===== src/design/ybp_pkg.sv =====
`default_nettype none

package ybp_pkg;

    // Table sizes and field geometry.
    localparam int CHOICE_ENTRIES    = 2048;
    localparam int CACHE_ENTRIES     = 2048;
    localparam int COUNTER_BITS      = 2;
    localparam int THREADS           = 4;
    localparam int INSTRUCTION_SHIFT = 2;
    localparam int TAG_SKIP          = 10;

    localparam int ADDR_W         = 32;
    localparam int ACTION_W       = 3;
    localparam int THREAD_FIELD_W = 2;
    localparam int HIST_FIELD_W   = 11;
    localparam int SOURCE_W       = 2;
    localparam int S_TDATA_W      = 56;
    localparam int M_TDATA_W      = 16;

    localparam int CHOICE_IDX_W = $clog2(CHOICE_ENTRIES);
    localparam int CACHE_IDX_W  = $clog2(CACHE_ENTRIES);
    localparam int SET_W        = CACHE_IDX_W - 1;
    localparam int HIST_W       = CACHE_IDX_W;
    localparam int TAG_W        = ADDR_W - INSTRUCTION_SHIFT - TAG_SKIP;
    localparam int TID_W        = (THREADS > 1) ? $clog2(THREADS) : 1;
    localparam int CLR_W        = (CHOICE_IDX_W > CACHE_IDX_W) ? CHOICE_IDX_W : CACHE_IDX_W;

    // Result queue geometry.
    localparam int OUT_DEPTH  = 4;
    localparam int OUT_PTR_W  = $clog2(OUT_DEPTH);
    localparam int OUT_CNT_W  = $clog2(OUT_DEPTH + 1);

    // Action codes.
    localparam logic [ACTION_W-1:0] ACT_LOOKUP  = 3'd0;
    localparam logic [ACTION_W-1:0] ACT_UNCOND  = 3'd1;
    localparam logic [ACTION_W-1:0] ACT_UPDATE  = 3'd2;
    localparam logic [ACTION_W-1:0] ACT_RESTORE = 3'd3;
    localparam logic [ACTION_W-1:0] ACT_BTB_MISS = 3'd4;

    // Prediction source codes.
    localparam logic [SOURCE_W-1:0] SRC_CHOICE    = 2'd0;
    localparam logic [SOURCE_W-1:0] SRC_TAKEN     = 2'd1;
    localparam logic [SOURCE_W-1:0] SRC_NOT_TAKEN = 2'd2;

    typedef logic [COUNTER_BITS-1:0] t_ctr;
    typedef logic [HIST_W-1:0]       t_hist;
    typedef logic [TAG_W-1:0]        t_tag;
    typedef logic [2*TAG_W-1:0]      t_tag_pair;
    typedef logic [SET_W-1:0]        t_set;
    typedef logic [CACHE_IDX_W-1:0]  t_gidx;
    typedef logic [CHOICE_IDX_W-1:0] t_cidx;
    typedef logic [TID_W-1:0]        t_tid;

    // One result item, prediction in the lowest bit.
    typedef struct packed {
        logic [SOURCE_W-1:0]     source_out;
        logic                    choice_out;
        logic [HIST_FIELD_W-1:0] history_out;
        logic                    prediction;
    } t_result;

    // Write-back of one exception cache.
    typedef struct packed {
        logic      tags_we;
        t_tag_pair tags;
        logic      lru_we;
        logic      lru;
        logic      ctr_we;
        t_ctr      ctr;
    } t_cache_wr;

    // Item held in the table stage.
    typedef struct packed {
        logic [ACTION_W-1:0] action;
        t_tid                tid;
        t_tag                tag;
        t_set                set;
        t_gidx               gidx;
        t_cidx               cidx;
        t_hist               prior_hist;
        logic                outcome;
        logic                squashed;
        t_hist               saved_hist;
        logic                saved_choice;
        logic [SOURCE_W-1:0] saved_src;
        logic                saved_final;
    } t_stage;

    // Saturating step toward the outcome.
    function automatic t_ctr ctr_move(input t_ctr c, input logic up);
        t_ctr r;
        r = c;
        if (up) begin
            if (c != '1) r = c + t_ctr'(1);
        end else begin
            if (c != '0) r = c - t_ctr'(1);
        end
        return r;
    endfunction

    // A counter predicts taken when it is above the midpoint.
    function automatic logic ctr_taken(input t_ctr c);
        return c[COUNTER_BITS-1];
    endfunction

    // Fold the thread field into the implemented thread range.
    function automatic t_tid thread_slot(input logic [THREAD_FIELD_W-1:0] tid);
        logic [THREAD_FIELD_W-1:0] t;
        t = tid;
        for (int k = 0; k < (1 << THREAD_FIELD_W); k++) begin
            if (int'(t) >= THREADS) t = t - THREAD_FIELD_W'(THREADS);
        end
        return t_tid'(t);
    endfunction

endpackage

`default_nettype wire


===== src/design/ybp_out_queue.sv =====
`default_nettype none

// Small result queue that decouples the table stage from the output handshake.
module ybp_out_queue
    import ybp_pkg::*;
(
    input  logic                 i_clk,
    input  logic                 i_rst_n,
    input  logic                 i_push,
    input  t_result              i_data,
    output logic                 o_tvalid,
    input  logic                 i_tready,
    output t_result              o_data,
    output logic [OUT_CNT_W-1:0] o_count
);

    t_result              r_mem [OUT_DEPTH];
    logic [OUT_PTR_W-1:0] r_wr_ptr;
    logic [OUT_PTR_W-1:0] r_rd_ptr;
    logic [OUT_CNT_W-1:0] r_count;
    logic [OUT_CNT_W-1:0] n_count;
    logic                 pop;

    assign o_tvalid = (r_count != '0);
    assign o_data   = r_mem[r_rd_ptr];
    assign o_count  = r_count;
    assign pop      = o_tvalid && i_tready;

    always_comb begin
        n_count = r_count;
        if (i_push && !pop) begin
            n_count = r_count + OUT_CNT_W'(1);
        end else if (!i_push && pop) begin
            n_count = r_count - OUT_CNT_W'(1);
        end
    end

    // Pointers and fill count.
    always_ff @(posedge i_clk) begin
        if (!i_rst_n) begin
            r_wr_ptr <= '0;
            r_rd_ptr <= '0;
            r_count  <= '0;
        end else begin
            if (i_push) r_wr_ptr <= r_wr_ptr + OUT_PTR_W'(1);
            if (pop)    r_rd_ptr <= r_rd_ptr + OUT_PTR_W'(1);
            r_count <= n_count;
        end
    end

    // Entry storage.
    always_ff @(posedge i_clk) begin
        if (i_push) begin
            r_mem[r_wr_ptr] <= i_data;
        end
    end

endmodule

`default_nettype wire


===== config.mk =====
export PLATFORM = sky130hd
export DESIGN_NAME = ybp_out_queue
export DESIGN_NICKNAME = d
export VERILOG_FILES = /design/src/design/ybp_pkg.sv /design/src/design/ybp_out_queue.sv
export SDC_FILE = /design/constraint.sdc
export NUM_CORES = 1
export LEC_CHECK = 0
export BUFFER_PORTS_ARGS = -buffer_cell sky130_fd_sc_hd__buf_2
export CAP_MARGIN = 20
export CORE_UTILIZATION = 45
export DETAILED_ROUTE_END_ITERATION = 7
export PLACE_DENSITY = 0.77
export SLEW_MARGIN = 20
export SYNTH_ARGS = -nofsm -noshare
export SYNTH_HDL_FRONTEND = slang
export SYNTH_SLANG_ARGS = --single-unit

===== constraint.sdc =====
create_clock -name i_clk -period 2.2 [get_ports i_clk]
set_clock_uncertainty 0.1 [all_clocks]
set_input_delay 0 -clock i_clk [delete_from_list [all_inputs] [get_ports i_clk]]
set_output_delay 0 -clock i_clk [all_outputs]
set_load 0.05 [all_outputs]

==> summary.txt <==
Global route
  • Number of antenna violations at the first check in global routing: 0
  • Total overflow reported by the global router: 0
  • Number of global-route vias before repair: 1397
  • GRT Total Usage: 0.1552
  • Maximum number of pins on one net before global-route repair: 16
  • First-pass GRT wire length: 6817 um

Place
  • Pre-CTS setup slack: 0.07922 ns
  • DP Wirelength: 2685 um
  • Total of buffers placed on input and output ports: 37
  • Global placer's final weighted congestion: 0.7090

Worst setup path
  • Endpoint kind of the worst setup timing path: register
  • Kind of cell with the highest combined delay on the critical path: adder cells
  • Startpoint-to-endpoint class of the critical path: register to register
  • Critical-path cell with the highest stage delay: sky130_fd_sc_hd__fa_1
  • Worst-path maximum fanout: 6
  • Worst path max stage delay: 0.37 ns
  • Setup crit start kind: register
  • Cells traversed along the worst timing path: o31ai_4 -> ha_2 -> inv_1 -> fa_1 -> xor2_1 -> or3_1 -> a21boi_1
  • Buffering stage count on the worst path with inverters included: 1
  • CP required: 2.36 ns
  • Arr. time, crit path: 2.20 ns

Cells and area
  • Layout Nets: 212
  • Diodes inserted: 0
  • Layout cells sized above 1: 0.3802
  • Signed area change from the synthesized netlist to the final layout: 24.28%

STA
  • Final Max Tran Viols: 0
  • Maximum clock rate: 490.5 MHz
  • Worst hold slack after final layout: 0.04121 ns
  • Slew of the pin with the lowest slew margin: 0.8010 ns
  • Setup slack after layout: 0.1614 ns
  • Final setup violating endpoints: 0
  • Time the worst path needs with I/O delays and setup: 2.039 ns
  • Final worst-path cycle share: 0.9266
  • Slew Limit Headroom: 0.4660
  • Final total negative setup slack: 0 ns
  • Endpoints failing hold: 0

Power
  • Net switching power of the design: 1.316 mW
  • Worst ir drop on vdd: 0.7489 mV
  • Overall power consumption: 3.812 mW
  • Switching part of the total power: 0.3451
  • Portion of total power attributed to the clock network: 0.251
  • Int Power: approximately 2.5 mW
  • Leakage dissipation: 1.184 nW
  • PwrDens: 1151 nW/um2
  • Share of power burned in combinational logic: 0.317
  • Sequential cell fraction of total power: 0.432

Yosys
  • Yosys reg bits: 69
  • Predominant post-synthesis flop cell: sky130_fd_sc_hd__edfxtp_1
  • Complex-gate fraction of the synthesized area: 0.01879
  • Arithmetic-cell share of the synthesized area counting full adders, half adders and majority gates: 0.03100
  • Proportion of netlist area held by the largest area contributor: 0.6764
  • Xor and xnor area share after synthesis: 0.01644
  • Number of library cell types mapped by synthesis: 20
  • Dominant cell type by area after synthesis: sky130_fd_sc_hd__edfxtp_1
  • Largest family of logic cells by synthesized area: multiplexers
  • Number of enable-type register cells in the synthesized netlist: 60
  • Post-Synth Simple-Gate Area: 0.03053
  • Post-synthesis cell area: 2664 um2
  • Syn_area_per_cell: 22.20 um2
  • Leading cell type by number of instances after synthesis: sky130_fd_sc_hd__edfxtp_1
  • Area contributors post-synth: sky130_fd_sc_hd__edfxtp_1, sky130_fd_sc_hd__mux4_2, sky130_fd_sc_hd__dfxtp_1, sky130_fd_sc_hd__mux4_1, sky130_fd_sc_hd__ha_1
  • Number of nets produced by synthesis: about 150
  • Syn Inst Count: 120
  • Portion of the post-synthesis area used by sequential elements: 0.7440
  • Async set or reset register ratio after synthesis: 0
  • Most common library cells after synthesis: sky130_fd_sc_hd__edfxtp_1, sky130_fd_sc_hd__mux4_2, sky130_fd_sc_hd__and2_1, sky130_fd_sc_hd__dfxtp_1
  • Mux share of post-synthesis cell area: 0.1414
  • Total number of yosys warnings: 0

Die
  • Top-Level Pins: 38
  • Starting Density: 0.4750
  • Vertical extent of the die: roughly 79 um
  • Die Wd: 78.94 um
  • Std-Cell Rows: 27
  • Placeable core area: 5608 um2
  • Total Die Area: 6232 um2

Job
  • Count of maximum capacitance violations: 0

Detailed routing
  • Detailed Route WL: slightly above 4000 um
  • DRC violation count after routing: 0
  • Pre-antenna DRT Iters: 4
  • Number of design-rule violations left by the first detailed-router iteration: 40
  • Post-detailed-route count of antenna-violating nets: 0
  • Post-detailed-route via-to-cell ratio: 5.045
  • Via count: 1332
  • Average detailed-routed wire length per instance: 15.61 um

CTS
  • Sinks on Clock Net: 69
  • Insertion delay of the later-clocked pin in the worst-skew pair: 0.33 ns
  • CTS H-tree lvls: 3
  • Clock Pin Slew Worst Setup and Hold Paths: approximately 0.070 ns
  • Clock tree root driver cell: sky130_fd_sc_hd__clkbuf_8
  • CTS buffer count: 9
  • Clock buffer depth: 2
  • Clock tree from TritonCTS: yes

Worst hold path
  • Worst min path class: input pin to register

Status
  • Status: finished clean
[routing by layer]
metal,up-vias,track usage,routed length [um]
li1,624,-,-
met1,653,0.1861,1751
met2,40,0.2557,2051
met3,15,0.02874,165
met4,0,0.1055,153
met5,-,0,0
[tightest hold or removal path, cell delays in order]
cell and delay [ns]:
sky130_fd_sc_hd__buf_2 0.13, sky130_fd_sc_hd__o311ai_2 0.09, sky130_fd_sc_hd__xnor2_1 0.06, sky130_fd_sc_hd__and2_1 0.15
[path summary, 6_finish.rpt]
| kind | slack (ns) | endpoint | depth (start not counted) | start |
|---|---|---|---|---|
| max reg2reg | 0.16 | o_count[2]$_SDFFE_PN0P_ | 7 | o_count[2]$_SDFFE_PN0P_ |
| max | 0.16 | o_count[2]$_SDFFE_PN0P_ | 7 | o_count[2]$_SDFFE_PN0P_ |
| min reg2reg | 0.44 | o_count[2]$_SDFFE_PN0P_ | 2 | o_count[2]$_SDFFE_PN0P_ |
| min | 0.04 | r_rd_ptr[1]$_SDFFE_PN0P_ | 4 | i_tready |
[power groups by stage]
| stage | combinational [mW] | clock [mW] | sequential [mW] |
|---|---|---|---|
| floorplan | 0.951 | 0 | 1.68 |
| global placement | 1.16 | 0 | 1.66 |
| detailed placement | 1.19 | 0 | 1.68 |
| CTS | 1.21 | 0.979 | 1.65 |
| global route | 1.29 | 1.03 | 1.67 |
| finish | 1.21 | 0.957 | 1.65 |
[layout by cell type, fill, tap and decap left out]
cell type                        n
sky130_fd_sc_hd__and2_1          9
sky130_fd_sc_hd__clkinvlp_4      2
sky130_fd_sc_hd__clkbuf_8        9
sky130_fd_sc_hd__dlygate4sd3_1  17
sky130_fd_sc_hd__dfxtp_1         6
sky130_fd_sc_hd__buf_2          37
sky130_fd_sc_hd__ha_2            1
sky130_fd_sc_hd__o311ai_2        1
sky130_fd_sc_hd__edfxtp_1       60
sky130_fd_sc_hd__ha_1            4
sky130_fd_sc_hd__o31ai_4         1
sky130_fd_sc_hd__dfxtp_2         2
sky130_fd_sc_hd__o21ai_0         1
sky130_fd_sc_hd__dfxtp_4         1
sky130_fd_sc_hd__a21boi_1        1
sky130_fd_sc_hd__buf_4           5
sky130_fd_sc_hd__clkinv_4        1
sky130_fd_sc_hd__inv_1           3
sky130_fd_sc_hd__fa_1            1
sky130_fd_sc_hd__mux2i_1         2
sky130_fd_sc_hd__clkbuf_1        1
sky130_fd_sc_hd__nor2b_1         2
sky130_fd_sc_hd__xor2_1          2
sky130_fd_sc_hd__or3_1           2
sky130_fd_sc_hd__clkinv_2        2
sky130_fd_sc_hd__xnor2_1         3
sky130_fd_sc_hd__mux4_2         10
sky130_fd_sc_hd__mux4_1          5
sky130_fd_sc_hd__bufinv_16       1
[cell type report]
type	instances	area, um2
repair buffers	59	392.9
fillers	431	2297
multi-input cells	45	636.9
flip-flops and latches	69	1988
clock buffers	10	127.6
inverters	3	11.26
clock inverters	6	63.81
well taps	72	90.09
[cell families (layout without fill, tap and decap cells)]
logic type                 count (synthesis)  after routing
DFF                                       69             69
muxes                                     17             17
and+or+nand+nor                           13             13
adders and majority gates                  6              6
buffers and inverters                      6             78
xor gates and xnor gates                   5              5
AOI/OAI and AO/OA                          4              4
[flip-flops by register name, indices dropped and copies added (netlist names), named ones only]
name      flops
o_count       3
r_mem        60
r_rd_ptr      2
r_wr_ptr      2
[metrics by stage]
step,utilization,std cells,instance area [um2]
final,0.5904,264,3311
after floorplan,-,120,2666
after global routing,0.5904,264,3311
after CTS,0.5879,263,3297
after global placement,0.5234,230,2935
after detailed placement,0.5234,230,2935
[timing repair]
| item | CTS | global route |
|---|---|---|
| hold buffers | 17 | 0 |
| endpoints found under the hold margin | 69 | 0 |
| resized for setup | 0 | 4 |
| endpoints found under the setup margin | 0 | 1 |
| setup buffers | 0 | 1 |
(Power assumes the default switching activity.)
