<file path="src/design/ybp_pkg.sv">
`default_nettype none

package ybp_pkg;

    // Table sizes and field geometry.
    localparam int CHOICE_ENTRIES    = 2048;
    localparam int CACHE_ENTRIES     = 2048;
    localparam int COUNTER_BITS      = 2;
    localparam int THREADS           = 4;
    localparam int INSTRUCTION_SHIFT = 2;
    localparam int TAG_SKIP          = 10;

    localparam int ADDR_W         = 32;
    localparam int ACTION_W       = 3;
    localparam int THREAD_FIELD_W = 2;
    localparam int HIST_FIELD_W   = 11;
    localparam int SOURCE_W       = 2;
    localparam int S_TDATA_W      = 56;
    localparam int M_TDATA_W      = 16;

    localparam int CHOICE_IDX_W = $clog2(CHOICE_ENTRIES);
    localparam int CACHE_IDX_W  = $clog2(CACHE_ENTRIES);
    localparam int SET_W        = CACHE_IDX_W - 1;
    localparam int HIST_W       = CACHE_IDX_W;
    localparam int TAG_W        = ADDR_W - INSTRUCTION_SHIFT - TAG_SKIP;
    localparam int TID_W        = (THREADS > 1) ? $clog2(THREADS) : 1;
    localparam int CLR_W        = (CHOICE_IDX_W > CACHE_IDX_W) ? CHOICE_IDX_W : CACHE_IDX_W;

    // Result queue geometry.
    localparam int OUT_DEPTH  = 4;
    localparam int OUT_PTR_W  = $clog2(OUT_DEPTH);
    localparam int OUT_CNT_W  = $clog2(OUT_DEPTH + 1);

    // Action codes.
    localparam logic [ACTION_W-1:0] ACT_LOOKUP  = 3'd0;
    localparam logic [ACTION_W-1:0] ACT_UNCOND  = 3'd1;
    localparam logic [ACTION_W-1:0] ACT_UPDATE  = 3'd2;
    localparam logic [ACTION_W-1:0] ACT_RESTORE = 3'd3;
    localparam logic [ACTION_W-1:0] ACT_BTB_MISS = 3'd4;

    // Prediction source codes.
    localparam logic [SOURCE_W-1:0] SRC_CHOICE    = 2'd0;
    localparam logic [SOURCE_W-1:0] SRC_TAKEN     = 2'd1;
    localparam logic [SOURCE_W-1:0] SRC_NOT_TAKEN = 2'd2;

    typedef logic [COUNTER_BITS-1:0] t_ctr;
    typedef logic [HIST_W-1:0]       t_hist;
    typedef logic [TAG_W-1:0]        t_tag;
    typedef logic [2*TAG_W-1:0]      t_tag_pair;
    typedef logic [SET_W-1:0]        t_set;
    typedef logic [CACHE_IDX_W-1:0]  t_gidx;
    typedef logic [CHOICE_IDX_W-1:0] t_cidx;
    typedef logic [TID_W-1:0]        t_tid;

    // One result item, prediction in the lowest bit.
    typedef struct packed {
        logic [SOURCE_W-1:0]     source_out;
        logic                    choice_out;
        logic [HIST_FIELD_W-1:0] history_out;
        logic                    prediction;
    } t_result;

    // Write-back of one exception cache.
    typedef struct packed {
        logic      tags_we;
        t_tag_pair tags;
        logic      lru_we;
        logic      lru;
        logic      ctr_we;
        t_ctr      ctr;
    } t_cache_wr;

    // Item held in the table stage.
    typedef struct packed {
        logic [ACTION_W-1:0] action;
        t_tid                tid;
        t_tag                tag;
        t_set                set;
        t_gidx               gidx;
        t_cidx               cidx;
        t_hist               prior_hist;
        logic                outcome;
        logic                squashed;
        t_hist               saved_hist;
        logic                saved_choice;
        logic [SOURCE_W-1:0] saved_src;
        logic                saved_final;
    } t_stage;

    // Saturating step toward the outcome.
    function automatic t_ctr ctr_move(input t_ctr c, input logic up);
        t_ctr r;
        r = c;
        if (up) begin
            if (c != '1) r = c + t_ctr'(1);
        end else begin
            if (c != '0) r = c - t_ctr'(1);
        end
        return r;
    endfunction

    // A counter predicts taken when it is above the midpoint.
    function automatic logic ctr_taken(input t_ctr c);
        return c[COUNTER_BITS-1];
    endfunction

    // Fold the thread field into the implemented thread range.
    function automatic t_tid thread_slot(input logic [THREAD_FIELD_W-1:0] tid);
        logic [THREAD_FIELD_W-1:0] t;
        t = tid;
        for (int k = 0; k < (1 << THREAD_FIELD_W); k++) begin
            if (int'(t) >= THREADS) t = t - THREAD_FIELD_W'(THREADS);
        end
        return t_tid'(t);
    endfunction

endpackage

`default_nettype wire

</file>
<file path="src/design/ybp_xcache.sv">
`default_nettype none

// Probe and training logic for one exception cache set.
module ybp_xcache
    import ybp_pkg::*;
(
    input  t_tag      i_tag,
    input  t_tag_pair i_tags,
    input  logic      i_lru,
    input  t_ctr      i_ctr,
    input  logic      i_outcome,
    input  logic      i_probe,
    input  logic      i_train,
    output logic      o_hit,
    output logic      o_ctr_taken,
    output t_cache_wr o_wr
);

    logic hit0;
    logic hit1;
    logic lru_fill;
    t_ctr ctr_new;

    // Way 0 wins when both ways hold the tag.
    assign hit0  = (i_tags[TAG_W-1:0] == i_tag);
    assign hit1  = (i_tags[2*TAG_W-1:TAG_W] == i_tag);
    assign o_hit = hit0 || hit1;
    assign o_ctr_taken = ctr_taken(i_ctr);

    assign ctr_new = ctr_move(i_ctr, i_outcome);

    // On a hit the LRU points away from the hit way; on a miss it points to the other way.
    assign lru_fill = o_hit ? !hit0 : !i_lru;

    always_comb begin
        o_wr.tags_we = i_train && !o_hit;
        o_wr.tags    = i_lru ? {i_tags[2*TAG_W-1:TAG_W], i_tag}
                             : {i_tag, i_tags[TAG_W-1:0]};
        o_wr.ctr_we  = i_train;
        o_wr.ctr     = ctr_new;
        o_wr.lru_we  = i_train || (i_probe && o_hit);
        if (i_train) begin
            // A counter that ends predicting not taken flips the replacement choice.
            o_wr.lru = ctr_taken(ctr_new) ? lru_fill : !lru_fill;
        end else begin
            o_wr.lru = !hit0;
        end
    end

endmodule

`default_nettype wire

</file>
<file path="config.mk">
export PLATFORM = sky130hd
export DESIGN_NAME = ybp_xcache
export DESIGN_NICKNAME = d
export VERILOG_FILES = /design/src/design/ybp_pkg.sv /design/src/design/ybp_xcache.sv
export SDC_FILE = /design/constraint.sdc
export NUM_CORES = 1
export LEC_CHECK = 0
export ABC_AREA = 1
export BUFFER_PORTS_ARGS = -buffer_cell sky130_fd_sc_hd__buf_2
export CORE_ASPECT_RATIO = 1.25
export CORE_MARGIN = 2
export CORE_UTILIZATION = 39
export DETAILED_ROUTE_END_ITERATION = 8
export MAX_ROUTING_LAYER = met4
export PLACE_DENSITY = 0.85
export SKIP_LAST_GASP = 1
export SLEW_MARGIN = 20
export SYNTH_ARGS = -nofsm -noshare
export SYNTH_HDL_FRONTEND = slang
export SYNTH_SLANG_ARGS = --single-unit
export TNS_END_PERCENT = 30
</file>
<file path="constraint.sdc">
create_clock -name vclk -period 0.8
set_input_delay 0 -clock vclk [all_inputs]
set_output_delay 0 -clock vclk [all_outputs]
set_load 0.02 [all_outputs]
</file>
==> summary.md, run 1 <==
| Metric | Value |
|---|---|
| Status | `complete, but fails checks` |
| Failing checks | `negative setup slack` |
| Fin crit share | `1.297` |
| Vias in the first global route | `1618` |
| Leak | `1.270 nW` |
| Average wire per standard cell | `9.818 µm` |
| Syn-to-layout area delta | `77.62%` |
| Worst path slowest cell | `nor2_2` |
| Vias/cell | `4.576` |
| Chip Width | `53.20 µm` |
| Final number of hold-violating endpoints | `0` |
| DIE HEIGHT | `65.50 µm` |
| Crit Path Max Fanout | `3` |
| Share of cells above drive strength 1 | `0.4619` |
| Clock Buffer Count | `0` |
| Worst hold path class | `in2out` |
| Antenna cells | `0` |
| Largest net degree at the start of global routing | `29` |
| Routed WL | `4.094 mm` |
| Post-DP HPWL | `3.264 mm` |
| Max Cap Violations | `0` |
| Power Density | `637.5 nW/µm²` |
| Seq/Total Area, Yosys | `0` |
| Sequential Area | `0 µm²` |
| Total I/O pin count | `114` |
| First-pass GRT wire length | `6.113 mm` |
| CP Data Required Time | `0.80 ns` |
| Clock network power share | `0` |
| Yosys warns | `0` |
| Share of total power in combinational logic | `1.000` |
| Total Neg Setup Slack | `-0.7958 ns` |
| Slew @ Worst Pin | `0.2058 ns` |
| Crit path buf inv count | `3` |
| Most used cell, CP | `nand2_1` |
| Total grt overflow | `0` |
| Peak supply drop | `0.4023 mV` |
| Initial antenna violation count | `0` |
| Tot GR Track Use | `0.2224` |
| Most common cell after layout, fill and taps aside | `buf_2` |
| Gpl congestion | `0.7032` |
| Synthesized area | `1180 µm²` |
| Number of fill cells | `272` |
| Synthesized net count | `328` |
| Most frequent cells in the layout | `92 x buf_2, 88 x nand2_1, 33 x nor2_1` |
| CP delay by family, top | `simple AND/OR/NAND/NOR gates` |
| Port buffer count | `114` |
| RSZ-0062 raised after global routing | `true` |
| Psw | `0.7597 mW` |
| Critical Path Max Stage Delay | `0.13 ns` |
| Setup Crit Path Kind | `in2out` |
| Share of power burned in registers | `0` |
| Yosys top cell area share | `0.3086` |
| Die area | `3484 µm²` |
| Fmax | `0.9640 GHz` |
| Core Region | `2918 µm²` |
| Placed cell area | `1933 µm²` |
| Sequential cell count | `0` |
| CP endpoint kind | `output port` |
| Max-slew violation count | `0` |
| Top post-synthesis cells by area | `nand2_1 31%, o21ai_0 12%, inv_1 11%` |
| Final net count | `449` |
| Starting density of the core | `0.4044` |
| Final instance area | `2096 µm²` |
| Post-Synthesis Cells | `262` |
| Max-slew headroom | `0.8614` |
| CP arrival | `1.04 ns` |
| TritonRoute pass-1 iters | `4` |
| Int Pwr | `0.5764 mW` |
| Cts hold-fix bufs | `0` |
| Endpoints failing setup | `4` |
| ANT nets after route | `0` |
| Final worst setup slack | `-0.2374 ns` |
| Rows | `22` |
| Tmin final | `1.037 ns` |
| Syn_area_per_cell | `4.503 µm²` |
| # DRC | `0` |
| Min Hold Slack | `0.2607 ns` |
| DRT iter0 DRCs | `29` |
| Crit path cell chain | `buf_4 > inv_2 > nand2_2 > nand2_2 > nor2_2 > nand2_1 > nor2_2 > nand3_2 > nand2_2 > nand2_1 > nand2_1 > nand2_1 > buf_6` |
| Cell variety after synth | `18` |
| CP startpoint kind | `input pin` |
| Sw Share | `0.5686` |
| Yosys top cell by area | `nand2_1` |
| DR vias | `1908` |
## cell families (layout without fill, tap and decap cells)
group | after synthesis | after routing | synth area share
AO/OA/AOI/OAI | 42 | 42 | 0.1782
buffers and inverters | 55 | 174 | 0.1824
XOR/XNOR | 19 | 19 | 0.1410
AND/OR/NAND/NOR | 146 | 146 | 0.4984
## power by group through the flow
stage / logic (mW) / clock network [mW] / registers (mW)
finish: 1.34 / 0 / 0
global route: 1.47 / 0 / 0
CTS: 1.27 / 0 / 0
detailed placement: 1.24 / 0 / 0
global placement: 1.22 / 0 / 0
floorplan: 0.705 / 0 / 0
## cells in the mapped netlist (all sizes together)
| library cell | n |
|---|---|
| nor3 | 3 |
| inv | 44 |
| a21oi | 14 |
| nand3 | 3 |
| o21ai | 28 |
| clkbuf | 8 |
| xnor2 | 8 |
| xor2 | 11 |
| nand2 | 100 |
| buf | 3 |
| nand4 | 2 |
| nor2 | 38 |
## stage by stage
stage / total power [mW] / setup slack, ns / cells / utilization
after floorplan: 0.7046 / -0.02824 / 262 / -
after global placement: 1.220 / -0.2888 / 416 / 0.6625
after detailed placement: 1.237 / -0.2915 / 416 / 0.6625
after CTS: 1.273 / -0.2375 / 416 / 0.6810
after global routing: 1.468 / -0.3621 / 417 / 0.7183
final: 1.336 / -0.2374 / 417 / 0.7183
## layer usage
layer | vias to the layer above | global-route usage | routed length, µm
met3 | 4 | 0.01591 | 326
li1 | 1026 | - | -
met5 | - | - | 0
met1 | 805 | 0.2287 | 1500
met4 | 0 | 0.01923 | 48
met2 | 73 | 0.4563 | 2218
## layout make-up
cell class,count,area [µm²],area share
Timing Repair Buffer,130,843.3,0.4024
Tap cell,36,45.04,0.02149
Multi-Input combinational cell,207,1042,0.4973
Inverter,44,165.2,0.07881
## path summary, 6_finish.rpt
path | to | slack, ns | from | cells past startpoint
worst max-delay path | o_wr[3] | -0.24 | i_tag[3] | 13
worst min-delay path | o_wr[2] | 0.26 | i_train | 2
## what timing repair did
item	CTS	global route
buffers inserted	0	1
cloned	0	0
pin swaps	11	26
setup endpoints to repair	4	6
resized for setup	14	35
No activity file was read; power rests on OpenSTA's default activity.
==> inputs of run 2 (changes only) <==
--- a/config.mk
+++ b/config.mk
@@ -7,12 +7,15 @@
 export LEC_CHECK = 0
 export ABC_AREA = 1
 export BUFFER_PORTS_ARGS = -buffer_cell sky130_fd_sc_hd__buf_2
+export CELL_PAD_IN_SITES_DETAIL_PLACEMENT = 1
+export CELL_PAD_IN_SITES_GLOBAL_PLACEMENT = 2
 export CORE_ASPECT_RATIO = 1.25
 export CORE_MARGIN = 2
-export CORE_UTILIZATION = 39
+export CORE_UTILIZATION = 15
 export DETAILED_ROUTE_END_ITERATION = 8
 export MAX_ROUTING_LAYER = met4
-export PLACE_DENSITY = 0.85
+export PLACE_DENSITY_LB_ADDON = 0.1
+export SETUP_SLACK_MARGIN = 0.5
 export SKIP_LAST_GASP = 1
 export SLEW_MARGIN = 20
 export SYNTH_ARGS = -nofsm -noshare
==> summary.md, run 2 (same netlist as run 1, synthesis figures left out) <==
| Metric | Value |
|---|---|
| Peak supply drop | `0.2344 mV (-42%)` |
| Setup Crit Path Kind | `in2out` |
| Chip Width | `83.33 µm (+57%)` |
| Critical Path Max Stage Delay | `0.14 ns (about the same)` |
| Tmin final | `1.043 ns (+0.005608 ns)` |
| Share of cells above drive strength 1 | `0.6286 (+0.1666)` |
| Total grt overflow | `0 (unchanged)` |
| Crit path cell chain | `buf_8 > xor2_1 > nor2_1 > nand2_1 > nor2_2 > nand3_2 > nand2_4 > nand2_4 > nand2_4 > buf_6` |
| Port buffer count | `114 (unchanged)` |
| Final worst setup slack | `-0.2430 ns (-0.005608 ns)` |
| Fin crit share | `1.304 (+0.007010)` |
| DR vias | `2166 (+14%)` |
| Max-slew headroom | `0.8502 (-0.01115)` |
| CP Data Required Time | `0.80 ns (about the same)` |
| Average wire per standard cell | `12.61 µm (+28%)` |
| Worst path slowest cell | `xor2_1` |
| Vias in the first global route | `2179 (+35%)` |
| M3 GR Usage | `0.01281 (-0.003099)` |
| Clock Buffer Count | `0 (unchanged)` |
| Crit path buf inv count | `2 (-1)` |
| Failing checks | `negative setup slack` |
| TritonRoute pass-1 iters | `2 (-2)` |
| Die area | `8596 µm² (+150%)` |
| Leak | `1.708 nW (+34%)` |
| Total I/O pin count | `114 (unchanged)` |
| DRT iter0 DRCs | `24 (-17%)` |
| Vias/cell | `4.206 (-8.1%)` |
| RSZ-0062 raised after global routing | `true` |
| CP arrival | `1.04 ns (about the same)` |
| Sequential Area | `0 µm² (unchanged)` |
| Core Region | `7702 µm² (+160%)` |
| Fmax | `0.9588 GHz (-0.54%)` |
| First-pass GRT wire length | `10.05 mm (+64%)` |
| Endpoints failing setup | `4 (unchanged)` |
| Sequential cell count | `0 (unchanged)` |
| DIE HEIGHT | `103.2 µm (+58%)` |
| Met1 Track Usage GR | `0.1581 (-0.07055)` |
| Gpl congestion | `0.7444 (+5.9%)` |
| # DRC | `0 (unchanged)` |
| Starting density of the core | `0.1532 (-0.2512)` |
| Min Hold Slack | `0.2586 ns (-0.002038 ns)` |
| Max Cap Violations | `0 (unchanged)` |
| Number of fill cells | `992 (+260%)` |
| Power Density | `627.6 nW/µm² (-1.6%)` |
| Most frequent cells in the layout | `80 x nand2_1, 58 x buf_2, 47 x buf_6` |
| Status | `complete, but fails checks` |
| Layout Utilization | `0.4310 (-0.2873)` |
| Most common cell after layout, fill and taps aside | `nand2_1` |
| Final number of hold-violating endpoints | `0 (unchanged)` |
| CP delay by family, top | `simple AND/OR/NAND/NOR gates` |
| Busiest grt layer | `met2` |
| CP endpoint kind | `output port` |
| Tot GR Track Use | `0.1448 (-0.07761)` |
| Post-DP HPWL | `4.850 mm (+49%)` |
| Syn-to-layout area delta | `181.3%` |
| Overall Power | `2.083 mW (+56%)` |
| Worst hold path class | `in2out` |
| Antenna cells | `0 (unchanged)` |
| Most used cell, CP | `nand2_4` |
| Slew @ Worst Pin | `0.2230 ns (+0.01718 ns)` |
| ANT nets after route | `0 (unchanged)` |
| Largest net degree at the start of global routing | `27 (-6.9%)` |
| Final net count | `488 (+8.7%)` |
| Initial antenna violation count | `0 (unchanged)` |
| Crit Path Max Fanout | `3 (unchanged)` |
| Grt met2 use | `0.3009 (-0.1554)` |
| Rows | `36 (+64%)` |
| Routed WL | `6.493 mm (+59%)` |
| Cts hold-fix bufs | `0 (unchanged)` |
| Max-slew violation count | `0 (unchanged)` |
| CP startpoint kind | `input pin` |
==> run 2: timing repair <==
action	CTS	global route
gates cloned	5	5
resized for setup	94	93
pin swaps	31	31
setup buffers	3	0
setup endpoints to repair	46	47
==> run 2: final timing paths <==
check / startpoint / depth (start not counted) / endpoint
max: i_tag[2] / 10 / o_wr[4]
min: i_train / 2 / o_wr[2]
==> run 2: per-layer routing <==
metal,wire length [µm],up-vias
li1,-,1117
met4,0,0
met1,2544,990
met2,3633,59
met5,0,-
met3,315,0
==> run 2: final cells by class <==
cell class / instances / area (µm²) / share of cell area
Timing Repair Buffer: 169 / 1593 / 0.4798
Multi-Input combinational cell: 207 / 1435 / 0.4323
Inverter: 44 / 172.7 / 0.05202
Tap cell: 95 / 118.9 / 0.03581
==> run 2: report_power, final <==
part	switching (mW)	internal [mW]	total [mW]
logic	1.02	1.06	2.08
clock network	0	0	0
registers	0	0	0
total	1.02	1.06	2.08
==> run 2: metrics by stage <==
stage / area (µm²) / cells / setup TNS [ns] / worst slack [ns]
after floorplan: 1490 / 262 / 0 / 0.006036
after global placement: 2381 / 502 / -1.394 / -0.4303
after detailed placement: 2381 / 502 / -1.465 / -0.4492
after CTS: 2867 / 510 / -0.9955 / -0.3126
after global routing: 3319 / 515 / -1.249 / -0.3691
final: 3319 / 515 / -0.8449 / -0.2430
==> inputs of run 3 (changes only) <==
--- a/config.mk
+++ b/config.mk
@@ -9,7 +9,6 @@
 export BUFFER_PORTS_ARGS = -buffer_cell sky130_fd_sc_hd__buf_2
 export CELL_PAD_IN_SITES_DETAIL_PLACEMENT = 1
 export CELL_PAD_IN_SITES_GLOBAL_PLACEMENT = 2
-export CORE_ASPECT_RATIO = 1.25
 export CORE_MARGIN = 2
 export CORE_UTILIZATION = 15
 export DETAILED_ROUTE_END_ITERATION = 8
==> summary.md, run 3 (same netlist as run 1, synthesis figures left out) <==
| Metric | Value |
|---|---|
| Status | `complete, but fails checks` |
| Failing checks | `negative setup slack` |
| Crit path buf inv count | `2 (unchanged)` |
| Clock Buffer Count | `0 (unchanged)` |
| Grt met2 use | `0.2786 (-0.02228)` |
| Met1 Track Usage GR | `0.1760 (+0.01789)` |
| Min Hold Slack | `0.2528 ns (-0.005843 ns)` |
| Crit path cell chain | `buf_8 > xor2_2 > nor2_2 > nand2_1 > nor2_2 > nand3_2 > nand2_2 > nand2_2 > nand2_2 > nand2_2 > buf_6` |
| Max Cap Violations | `0 (unchanged)` |
| CP startpoint kind | `input pin` |
| Antenna cells | `0 (unchanged)` |
| CP Data Required Time | `0.80 ns (about the same)` |
| Chip Width | `92.69 µm (+11%)` |
| Port buffer count | `114 (unchanged)` |
| Initial antenna violation count | `0 (unchanged)` |
| Worst Hold Launch | `i_train` |
| Crit Path Max Fanout | `2 (-1)` |
| Pre-CTS WS | `-0.4826 ns (-0.03346 ns)` |
| Total grt overflow | `0 (unchanged)` |
| DRT iter0 DRCs | `16 (-33%)` |
| Setup Crit Path Kind | `in2out` |
| Sequential Area | `0 µm² (unchanged)` |
| Hold Path Depth | `2 (unchanged)` |
| Most common cell after layout, fill and taps aside | `nand2_1` |
| DR vias | `2067 (-4.6%)` |
| Final instance area | `3088 µm² (-7.0%)` |
| Starting density of the core | `0.1535 (+0.0002992)` |
| Post-DP HPWL | `4.575 mm (-5.7%)` |
| Non-Filler Instances | `513 (-0.39%)` |
| Worst hold path class | `in2out` |
| Most frequent cells in the layout | `78 x nand2_1, 76 x buf_2, 39 x buf_4` |
| Overall Power | `1.955 mW (-6.1%)` |
| CP endpoint kind | `output port` |
| Average wire per standard cell | `12.30 µm (-2.4%)` |
| Largest net degree at the start of global routing | `15 (-44%)` |
| Fmax | `0.8928 GHz (-6.9%)` |
| Leak | `1.610 nW (-5.8%)` |
| Final net count | `479 (-1.8%)` |
| DP Cell Count | `501 (-0.20%)` |
| Slew @ Worst Pin | `0.1910 ns (-0.03193 ns)` |
| Final worst setup slack | `-0.3201 ns (-0.07706 ns)` |
| Syn-to-layout area delta | `161.7%` |
| Core Region | `7687 µm² (-0.20%)` |
| Cts hold-fix bufs | `0 (unchanged)` |
| Vias/cell | `4.029 (-4.2%)` |
| Total Neg Setup Slack | `-1.046 ns (-0.2009 ns)` |
| M3 GR Usage | `0.008137 (-0.004674)` |
| TritonRoute pass-1 iters | `4 (+2)` |
| Layout Utilization | `0.4017 (-0.02927)` |
| First-pass GRT wire length | `9.901 mm (-1.5%)` |
| Routed WL | `6.311 mm (-2.8%)` |
| Critical Path Max Stage Delay | `0.16 ns (+0.02 ns)` |
| Share of cells above drive strength 1 | `0.6034 (-0.02517)` |
| Max-slew headroom | `0.8713 (+0.02109)` |
| Sequential cell count | `0 (unchanged)` |
| ANT nets after route | `0 (unchanged)` |
| Endpoints failing setup | `4 (unchanged)` |
| CP delay by family, top | `simple AND/OR/NAND/NOR gates` |
| Tmin final | `1.120 ns (+0.07706 ns)` |
| CP startpoint | `i_tags[29]` |
| Power Density | `633.2 nW/µm² (+0.89%)` |
| Final number of hold-violating endpoints | `0 (unchanged)` |
| Hold path endpoint | `o_wr[2]` |
| Die area | `8591 µm² (about the same)` |
| Gpl congestion | `0.6987 (-6.1%)` |
| Most used cell, CP | `nand2_2` |
| Rows | `32 (-11%)` |
| Fin crit share | `1.400 (+0.09632)` |
| RSZ-0062 raised after global routing | `true` |
| Tot GR Track Use | `0.1444 (-0.0004156)` |
| Busiest grt layer | `met2` |
| Total I/O pin count | `114 (unchanged)` |
| Placed cell area | `2317 µm² (-2.7%)` |
| DIE HEIGHT | `92.69 µm (-10%)` |
| Max-slew violation count | `0 (unchanged)` |
| Worst path slowest cell | `xor2_2` |
| Vias in the first global route | `2029 (-6.9%)` |
| # DRC | `0 (unchanged)` |
| CP arrival | `1.12 ns (+0.08 ns)` |
| Peak supply drop | `0.2098 mV (-11%)` |
==> run 3: cell count changes in the layout (fill, tap and decap cells not counted), sizes merged <==
cell / previous run / this run
buf: 165 / 159
clkbuf: 4 / 1
==> run 3: how the worst max path moves through the flow <==
| stage | slack [ns] | depth (start not counted) | endpoint |
|---|---|---|---|
| 2_1_floorplan | 0.006 | 8 | o_wr[4] |
| 3_5_place_dp | -0.48 | 13 | o_wr[3] |
| 5_1_grt | -0.42 | 13 | o_wr[3] |
| 6_report | -0.32 | 11 | o_wr[3] |
| 3_3_place_gp | -0.48 | 11 | o_wr[3] |
| 4_1_cts | -0.38 | 13 | o_wr[3] |
==> run 3: repair_timing <==
item,in CTS,in global routing
endpoints found under the setup margin,46,46
setup buffers,2,1
gates resized for setup,72,73
pin swaps,14,23
gates cloned,8,1
==> run 3: layer usage <==
layer | vias up | share of wire
li1 | 1096 | -
met2 | 55 | 0.55
met4 | 0 | 0
met3 | 0 | 0.050
met5 | - | 0
met1 | 916 | 0.40
==> run 3: power by group <==
| part | internal (mW) | leakage (nW) | total (mW) | switching, mW |
|---|---|---|---|---|
| clock network | 0 | 0 | 0 | 0 |
| logic | 0.954 | 1.61 | 1.96 | 1.00 |
| registers | 0 | 0 | 0 | 0 |
| total | 0.954 | 1.61 | 1.96 | 1.00 |
==> run 3: layout make-up <==
cell class,instances,area [µm²]
Fill cell,1017,4599
Timing Repair Buffer,160,1399
Multi-Input combinational cell,207,1394
Inverter,44,167.7
Tap cell,102,127.6
